### src/upe_pkg.sv
// shared types, constants and helpers of the utf-8 percent encoder
`default_nettype none

package upe_pkg;

  // field widths
  localparam int unsigned CHAR_W = 21;
  localparam int unsigned OUT_W  = 7;

  // pass-through range
  localparam logic [CHAR_W-1:0] PASS_LOW  = CHAR_W'(33);
  localparam logic [CHAR_W-1:0] PASS_HIGH = CHAR_W'(127);

  // utf-8 length boundaries
  localparam logic [CHAR_W-1:0] LIM_ONE   = CHAR_W'(32'h80);
  localparam logic [CHAR_W-1:0] LIM_TWO   = CHAR_W'(32'h800);
  localparam logic [CHAR_W-1:0] LIM_THREE = CHAR_W'(32'h10000);

  // utf-8 lead and continuation marks
  localparam logic [7:0] LEAD_TWO   = 8'hc0;
  localparam logic [7:0] LEAD_THREE = 8'he0;
  localparam logic [7:0] LEAD_FOUR  = 8'hf0;
  localparam logic [7:0] CONT_MARK  = 8'h80;

  // escape character
  localparam logic [OUT_W-1:0] PCT_CHAR = OUT_W'(8'h25);

  // one decoded input item
  typedef struct packed {
    logic             pass;       // value goes out as one character
    logic [OUT_W-1:0] pass_char;
    logic [3:0][7:0]  bytes;      // bytes[0] is sent first
    logic [1:0]       last_byte;  // index of the final byte
    logic             last;       // final character of the text
  } item_t;

  // lower-case hex digit of one nibble
  function automatic logic [OUT_W-1:0] hex_digit(input logic [3:0] nib);
    logic [OUT_W-1:0] d;
    if (nib < 4'd10) begin
      d = OUT_W'(8'h30) + OUT_W'(nib);
    end else begin
      d = OUT_W'(8'h57) + OUT_W'(nib);
    end
    return d;
  endfunction

endpackage

`default_nettype wire

### src/upe_decode.sv
// splits one character value into a pass-through character or escape bytes
`default_nettype none

module upe_decode (
  input  wire logic                       input_mode,
  input  wire logic [upe_pkg::CHAR_W-1:0] char_value,
  input  wire logic                       last_of_text,
  output upe_pkg::item_t                  item
);
  import upe_pkg::*;

  logic [CHAR_W-1:0] val;

  // byte mode keeps the low byte only
  assign val = input_mode ? {{(CHAR_W-8){1'b0}}, char_value[7:0]} : char_value;

  // utf-8 split and pass-through check
  always_comb begin
    item           = '0;
    item.pass      = (val >= PASS_LOW) && (val <= PASS_HIGH);
    item.pass_char = val[OUT_W-1:0];
    item.last      = last_of_text;
    if (input_mode || (val < LIM_ONE)) begin
      item.bytes[0]  = val[7:0];
      item.last_byte = 2'd0;
    end else if (val < LIM_TWO) begin
      item.bytes[0]  = LEAD_TWO | {3'd0, val[10:6]};
      item.bytes[1]  = CONT_MARK | {2'd0, val[5:0]};
      item.last_byte = 2'd1;
    end else if (val < LIM_THREE) begin
      item.bytes[0]  = LEAD_THREE | {4'd0, val[15:12]};
      item.bytes[1]  = CONT_MARK | {2'd0, val[11:6]};
      item.bytes[2]  = CONT_MARK | {2'd0, val[5:0]};
      item.last_byte = 2'd2;
    end else begin
      item.bytes[0]  = LEAD_FOUR | {5'd0, val[20:18]};
      item.bytes[1]  = CONT_MARK | {2'd0, val[17:12]};
      item.bytes[2]  = CONT_MARK | {2'd0, val[11:6]};
      item.bytes[3]  = CONT_MARK | {2'd0, val[5:0]};
      item.last_byte = 2'd3;
    end
  end

endmodule

`default_nettype wire

### src/upe_serial.sv
// item register, character stepping and output register
`default_nettype none

module upe_serial (
  input  wire logic                      clk,
  input  wire logic                      rst,
  input  wire logic                      in_valid,
  output logic                           in_ready,
  input  wire upe_pkg::item_t            item,
  output logic                           out_valid,
  input  wire logic                      out_ready,
  output logic [upe_pkg::OUT_W-1:0]      out_char,
  output logic                           last_of_run,
  output logic                           end_of_text
);
  import upe_pkg::*;

  typedef enum logic [1:0] {
    PH_PCT,
    PH_HI,
    PH_LO
  } phase_t;

  logic             cur_valid;
  item_t            cur;
  logic [1:0]       byte_idx;
  phase_t           phase;
  logic             adv;
  logic             emit;
  logic             cur_last;
  logic [7:0]       cur_byte;
  logic [OUT_W-1:0] char_next;

  // output register free to take a character
  assign adv      = !out_valid || out_ready;
  assign emit     = cur_valid && adv;
  assign cur_last = cur.pass || ((byte_idx == cur.last_byte) && (phase == PH_LO));
  assign in_ready = !cur_valid || (emit && cur_last);
  assign cur_byte = cur.bytes[byte_idx];

  // character selection
  always_comb begin
    char_next = PCT_CHAR;
    if (cur.pass) begin
      char_next = cur.pass_char;
    end else begin
      unique case (phase)
        PH_PCT:  char_next = PCT_CHAR;
        PH_HI:   char_next = hex_digit(cur_byte[7:4]);
        PH_LO:   char_next = hex_digit(cur_byte[3:0]);
        default: char_next = PCT_CHAR;
      endcase
    end
  end

  // item register and position counters
  always_ff @(posedge clk) begin
    if (rst) begin
      cur_valid <= 1'b0;
      byte_idx  <= 2'd0;
      phase     <= PH_PCT;
    end else if (in_valid && in_ready) begin
      cur_valid <= 1'b1;
      byte_idx  <= 2'd0;
      phase     <= PH_PCT;
    end else if (emit && cur_last) begin
      cur_valid <= 1'b0;
    end else if (emit) begin
      unique case (phase)
        PH_PCT:  phase <= PH_HI;
        PH_HI:   phase <= PH_LO;
        PH_LO: begin
          phase    <= PH_PCT;
          byte_idx <= byte_idx + 2'd1;
        end
        default: phase <= PH_PCT;
      endcase
    end
  end

  // item payload
  always_ff @(posedge clk) begin
    if (in_valid && in_ready) begin
      cur <= item;
    end
  end

  // output beat register
  always_ff @(posedge clk) begin
    if (rst) begin
      out_valid <= 1'b0;
    end else if (adv) begin
      out_valid <= cur_valid;
    end
  end

  always_ff @(posedge clk) begin
    if (emit) begin
      out_char    <= char_next;
      last_of_run <= cur_last;
      end_of_text <= cur_last && cur.last;
    end
  end

endmodule

`default_nettype wire

### src/utf8_percent_encoder.sv
// top level of the utf-8 percent encoder
`default_nettype none

// Turns character values into 7-bit ASCII text, one character per output
// beat. Values 33 to 127 go out unchanged; any other value is escaped as
// '%' plus two lower-case hex digits per byte, with 1 to 4 UTF-8 bytes in
// code-point mode (input_mode 0) or the low byte of the value in byte mode
// (input_mode 1). An item gives 1, 3, 6, 9 or 12 output beats; the output
// port moves one character per cycle unless out_ready stalls it. The next
// item is taken in the cycle its predecessor's final character enters the
// output register, so unstalled single-character items flow one per cycle.
// Beats pass the item register, then the output register. The user writes
// input_mode through cfg_write/cfg_data while idle, unchecked by the block.

module utf8_percent_encoder (
  input  wire logic                       clk,
  input  wire logic                       rst,
  input  wire logic                       cfg_write,
  input  wire logic                       cfg_data,
  input  wire logic                       in_valid,
  output logic                            in_ready,
  input  wire logic [upe_pkg::CHAR_W-1:0] char_value,
  input  wire logic                       last_of_text,
  output logic                            out_valid,
  input  wire logic                       out_ready,
  output logic [upe_pkg::OUT_W-1:0]       out_char,
  output logic                            last_of_run,
  output logic                            end_of_text
);
  import upe_pkg::*;

  logic  input_mode;
  item_t item;

  // mode register
  always_ff @(posedge clk) begin
    if (rst) begin
      input_mode <= 1'b0;
    end else if (cfg_write) begin
      input_mode <= cfg_data;
    end
  end

  // decode of the incoming beat
  upe_decode u_decode (
    .input_mode   (input_mode),
    .char_value   (char_value),
    .last_of_text (last_of_text),
    .item         (item)
  );

  // character stepping and output
  upe_serial u_serial (
    .clk         (clk),
    .rst         (rst),
    .in_valid    (in_valid),
    .in_ready    (in_ready),
    .item        (item),
    .out_valid   (out_valid),
    .out_ready   (out_ready),
    .out_char    (out_char),
    .last_of_run (last_of_run),
    .end_of_text (end_of_text)
  );

endmodule

`default_nettype wire

### config.mk
export PLATFORM = sky130hd
export DESIGN_NAME = utf8_percent_encoder
export DESIGN_NICKNAME = d
export VERILOG_FILES = /design/src/upe_pkg.sv /design/src/upe_decode.sv /design/src/upe_serial.sv /design/src/utf8_percent_encoder.sv
export SDC_FILE = /design/constraint.sdc
export NUM_CORES = 1
export LEC_CHECK = 0
export ABC_AREA = 1
export ABC_CLOCK_PERIOD_IN_PS = 4600
export BUFFER_PORTS_ARGS = -buffer_cell sky130_fd_sc_hd__buf_2
export CORE_ASPECT_RATIO = 1.75
export CORE_MARGIN = 1
export CORE_UTILIZATION = 63
export DETAILED_ROUTE_END_ITERATION = 10
export PLACE_DENSITY = 0.85
export SETUP_SLACK_MARGIN = 0.2
export SYNTH_ARGS = -nofsm -noshare
export SYNTH_HDL_FRONTEND = slang
export SYNTH_HIERARCHICAL = 1
export SYNTH_SLANG_ARGS = --single-unit
### constraint.sdc
create_clock -name clk -period 4.6 [get_ports clk]
set_input_delay 0.69 -clock clk [delete_from_list [all_inputs] [get_ports clk]]
set_output_delay 0.69 -clock clk [all_outputs]
set_load 0.01 [all_outputs]
==> results by group <==
Synthesis
  – Flip-flop and latch count after synthesis: 59
  – Seq/Total Area, Yosys: 50.2%
  – Area share of the leading cell type in the synthesized netlist: 46.1%
  – Largest cells by area after synthesis: sky130_fd_sc_hd__edfxtp_1 46%, sky130_fd_sc_hd__nand2_1 16%, sky130_fd_sc_hd__inv_1 4.4%
  – Cell Area, Synth: 0.00339 mm^2
  – Cells after Synth: ~400
  – Mapped Avg Cell Area: 8.34 um^2
  – Count of warnings emitted by yosys: 6
  – Async set-reset flop share out of synthesis: 0%
  – Post-synth top area cell: sky130_fd_sc_hd__edfxtp_1
  – Most frequently used flop master after synthesis: sky130_fd_sc_hd__edfxtp_1
  – Number of library cell types mapped by synthesis: 31
  – Number of enable-type register cells in the synthesized netlist: 52

Clocking
  – Clock Root Buffer: sky130_fd_sc_hd__clkbuf_8
  – Longest Clk Path Bufs: 2
  – Deepest level of the CTS H-tree: 3
  – Resized cells post-CTS: 0
  – Clock buffer count from CTS: 9
  – Hold bufs inserted after CTS: 0
  – Clock transition at path regs: approximately 0.08 ns
  – # Post-CTS Setup Buffers: 0
  – Clk_lat worst skew: about 0.34 ns
  – CTS Sinks: between 50 and 60
  – CTS tree: yes

Setup path
  – Register-to-Register Path Depth: 8
  – Worst EP required: 3.91 ns
  – Crit Path Class: reg -> out
  – Slowest library cell on the worst path: sky130_fd_sc_hd__dfxtp_1
  – Worst R2R Setup Slack: 1.99 ns
  – Worst Path Arrival: 2.14 ns
  – Ordered list of cells on the worst path: inv_2 -> or2_0 -> nand4_2 -> nand2_4 -> nand2_2 -> nand2_4 -> buf_2
  – Delay of the slowest critical-path stage: 0.75 ns
  – FF-to-FF Start: u_serial/byte_idx[0]
  – FF-to-FF End: u_serial/cur[25]
  – Largest delay contributor family on the critical path: flip-flops
  – Highest fanout seen on the critical path: 21
  – Crit path top cell by count: sky130_fd_sc_hd__nand2_4
  – Nature of the critical path endpoint: output port
  – Sort of element at the start of the critical path: flip-flop
  – Total buffers and inverters traversed by the critical path: 2

Min path
  – Worst hold path startpoint: u_serial/phase[0]
  – Endpoint of the worst hold-timing path: u_serial/phase[0]
  – Instance count along the most critical hold path: 2
  – Path category of the worst min-delay check: reg -> reg

GRT
  – Global Route Usage Sum: 25.8%
  – Met3 Use GR: 4.72%
  – Busiest metal layer after global routing: met2
  – Antenna violations before repair: 0
  – Global routing met2 resource utilization: roughly 49%
  – Pin count of the biggest net entering global routing: 44
  – GRT Residual Overflow: 0
  – Wire length of the first global-routing pass: 10800 um
  – Met1 capacity usage during global routing: 23.1%
  – Vias in the first global route: 2515

STA
  – Number of max-slew violations in the final report: 0
  – Final setup fails: 0
  – Fraction of the cycle the final worst path needs: around 60%
  – Final-layout worst hold slack: 0.493 ns
  – Final Hold Vio Count: 0
  – Min setup slack post-route: 1.77 ns
  – Clock Skews: 0.0124 ns
  – Tightest Pin Transition: 0.790 ns
  – Sum Neg Setup Slack: 0 ns
  – Max Clock Freq: 354 MHz
  – Headroom to the max-slew limit: 47.3%
  – Unrepaired setup endpoints after global routing: false
  – Min Tclk post-route: 2.83 ns

Detailed routing
  – Post-Route WL: 6770 um
  – DRC violation count after routing: 3
  – Number of vias per cell after detailed routing: 5.51
  – Routed length per placed instance: 13.6 um
  – Post-DRT Antenna Nets: 0
  – Number of vias after detailed routing: 2744
  – Number of iterations in the first detailed-routing pass: 10
  – Iteration-0 DRC count of the detailed router: 141

Final layout
  – Filler-free cell count of the finished design: 498
  – Most common library cell in the layout ignoring fill and taps: sky130_fd_sc_hd__nand2_1
  – Number of diodes: 0
  – Fraction of layout cells with a size suffix above 1: 21.0%
  – Most frequent cells in the layout: 140 x sky130_fd_sc_hd__nand2_1, 52 x sky130_fd_sc_hd__edfxtp_1, 40 x sky130_fd_sc_hd__inv_1
  – Final-stage net count: around 470
  – Core Util, Final: 71.0%
  – Area overhead of the layout relative to synthesis: 9.31%

Place
  – Number of placed cells counting well taps: 482
  – Hpwl dp: slightly above 5000 um
  – Routability cong.: 0.910
  – Pre-CTS worst setup slack: roughly 2.0 ns
  – Number of input and output port buffers inserted: 38

Floorplanning
  – X dimension of the die: about 57 um
  – Row count: 35
  – Overall die area: approximately 0.0057 mm^2
  – Die outline height: 99.0 um
  – Io pins: 39
  – Effective utilization at floorplan: 65.0%
  – Standard cell core area: 0.00521 mm^2

Status
  – Outcome: finished, violations left
  – Violated checks: DRC

Run
  – Max-cap viol count: 0

Pwr
  – Peak supply drop: 0.240 mV
  – Power density normalized to cell area: 340 mW/mm^2
  – LEAKAGE: 1.67 nW
[cells in the mapped netlist (5+ instances only)]
master,count
sky130_fd_sc_hd__o22ai_1,7
sky130_fd_sc_hd__inv_2,6
sky130_fd_sc_hd__o21ai_1,5
sky130_fd_sc_hd__nand2_2,16
sky130_fd_sc_hd__a21oi_1,9
sky130_fd_sc_hd__o21ai_0,6
sky130_fd_sc_hd__buf_4,15
sky130_fd_sc_hd__nand2_1,140
sky130_fd_sc_hd__nand3_1,30
sky130_fd_sc_hd__dfxtp_1,7
sky130_fd_sc_hd__nand3b_1,6
sky130_fd_sc_hd__nor2_1,32
sky130_fd_sc_hd__inv_1,40
sky130_fd_sc_hd__ha_1,5
sky130_fd_sc_hd__edfxtp_1,52
[final cells by class]
| cell class | instances | area, um^2 |
|---|---|---|
| clock buffer | 9 | 124 |
| clock inverter | 7 | 76.3 |
| fill | 417 | 1510 |
| inverter | 46 | 173 |
| multi-input combinational | 284 | 1370 |
| sequential | 59 | 1700 |
| tap | 55 | 68.8 |
| timing repair buffer | 38 | 190 |
[how the worst max path moves through the flow]
stage,slack (ns),startpoint,cells past startpoint,endpoint
floorplan,2.50,u_serial/phase[0],10,u_serial/cur[0]
global placement,2.11,u_serial/byte_idx[0],8,u_serial/cur[25]
detailed placement,2.02,u_serial/byte_idx[0],8,u_serial/cur[17]
CTS,1.77,u_serial/byte_idx[0],7,in_ready
global route,1.65,u_serial/byte_idx[0],7,in_ready
finish,1.77,u_serial/byte_idx[0],7,in_ready
[worst min-delay path, delay by kind of cell, from the launching register on]
family	cells	cell delay, ns
AOI/OAI and AO/OA	1	0.04
DFF	1	0.33
and+or+nand+nor	1	0.08
[cells by family after synthesis]
logic type               count (synthesis)  synth area share [%]
adder cells (fa/ha/maj)                  5                  1.85
XOR/XNOR                                 1                 0.259
AO/OA/AOI/OAI                           34                  5.95
other                                    1                 0.111
buffers and inverters                   65                  9.57
AND/OR/NAND/NOR                        241                  32.0
flip-flops                              59                  50.2
[power breakdown]
| part | internal [W] | switching [W] |
|---|---|---|
| Combinational | 0.0000502 | 0.000103 |
| Clock | 0.000253 | 0.000215 |
| Sequential | 0.000626 | 0.0000123 |
[flip-flops by register name (all words and copies together) (netlist names)]
name and count:
input_mode 1, u_serial/out_valid 1, u_serial/cur_valid 1, u_serial/end_of_text 1, u_serial/byte_idx 2, u_serial/cur 43
u_serial/out_char 7, u_serial/phase 2, u_serial/last_of_run 1
[metrics by stage]
stage,power (W),area [um^2]
floorplan,0.000760,3390
global placement,0.000796,3500
detailed placement,0.000800,3500
CTS,0.00126,3700
global route,0.00130,3700
finish,0.00126,3700
[metal layers]
| layer | wire (um) | up-vias | share of wire (%) |
|---|---|---|---|
| met1 | 2350 | 1220 | 35 |
| li1 | - | 1371 | - |
| met2 | 3760 | 120 | 55 |
| met5 | 0 | - | 0 |
| met4 | 378 | 0 | 5.6 |
| met3 | 283 | 33 | 4.2 |
No activity file was read; power rests on OpenSTA's default activity.
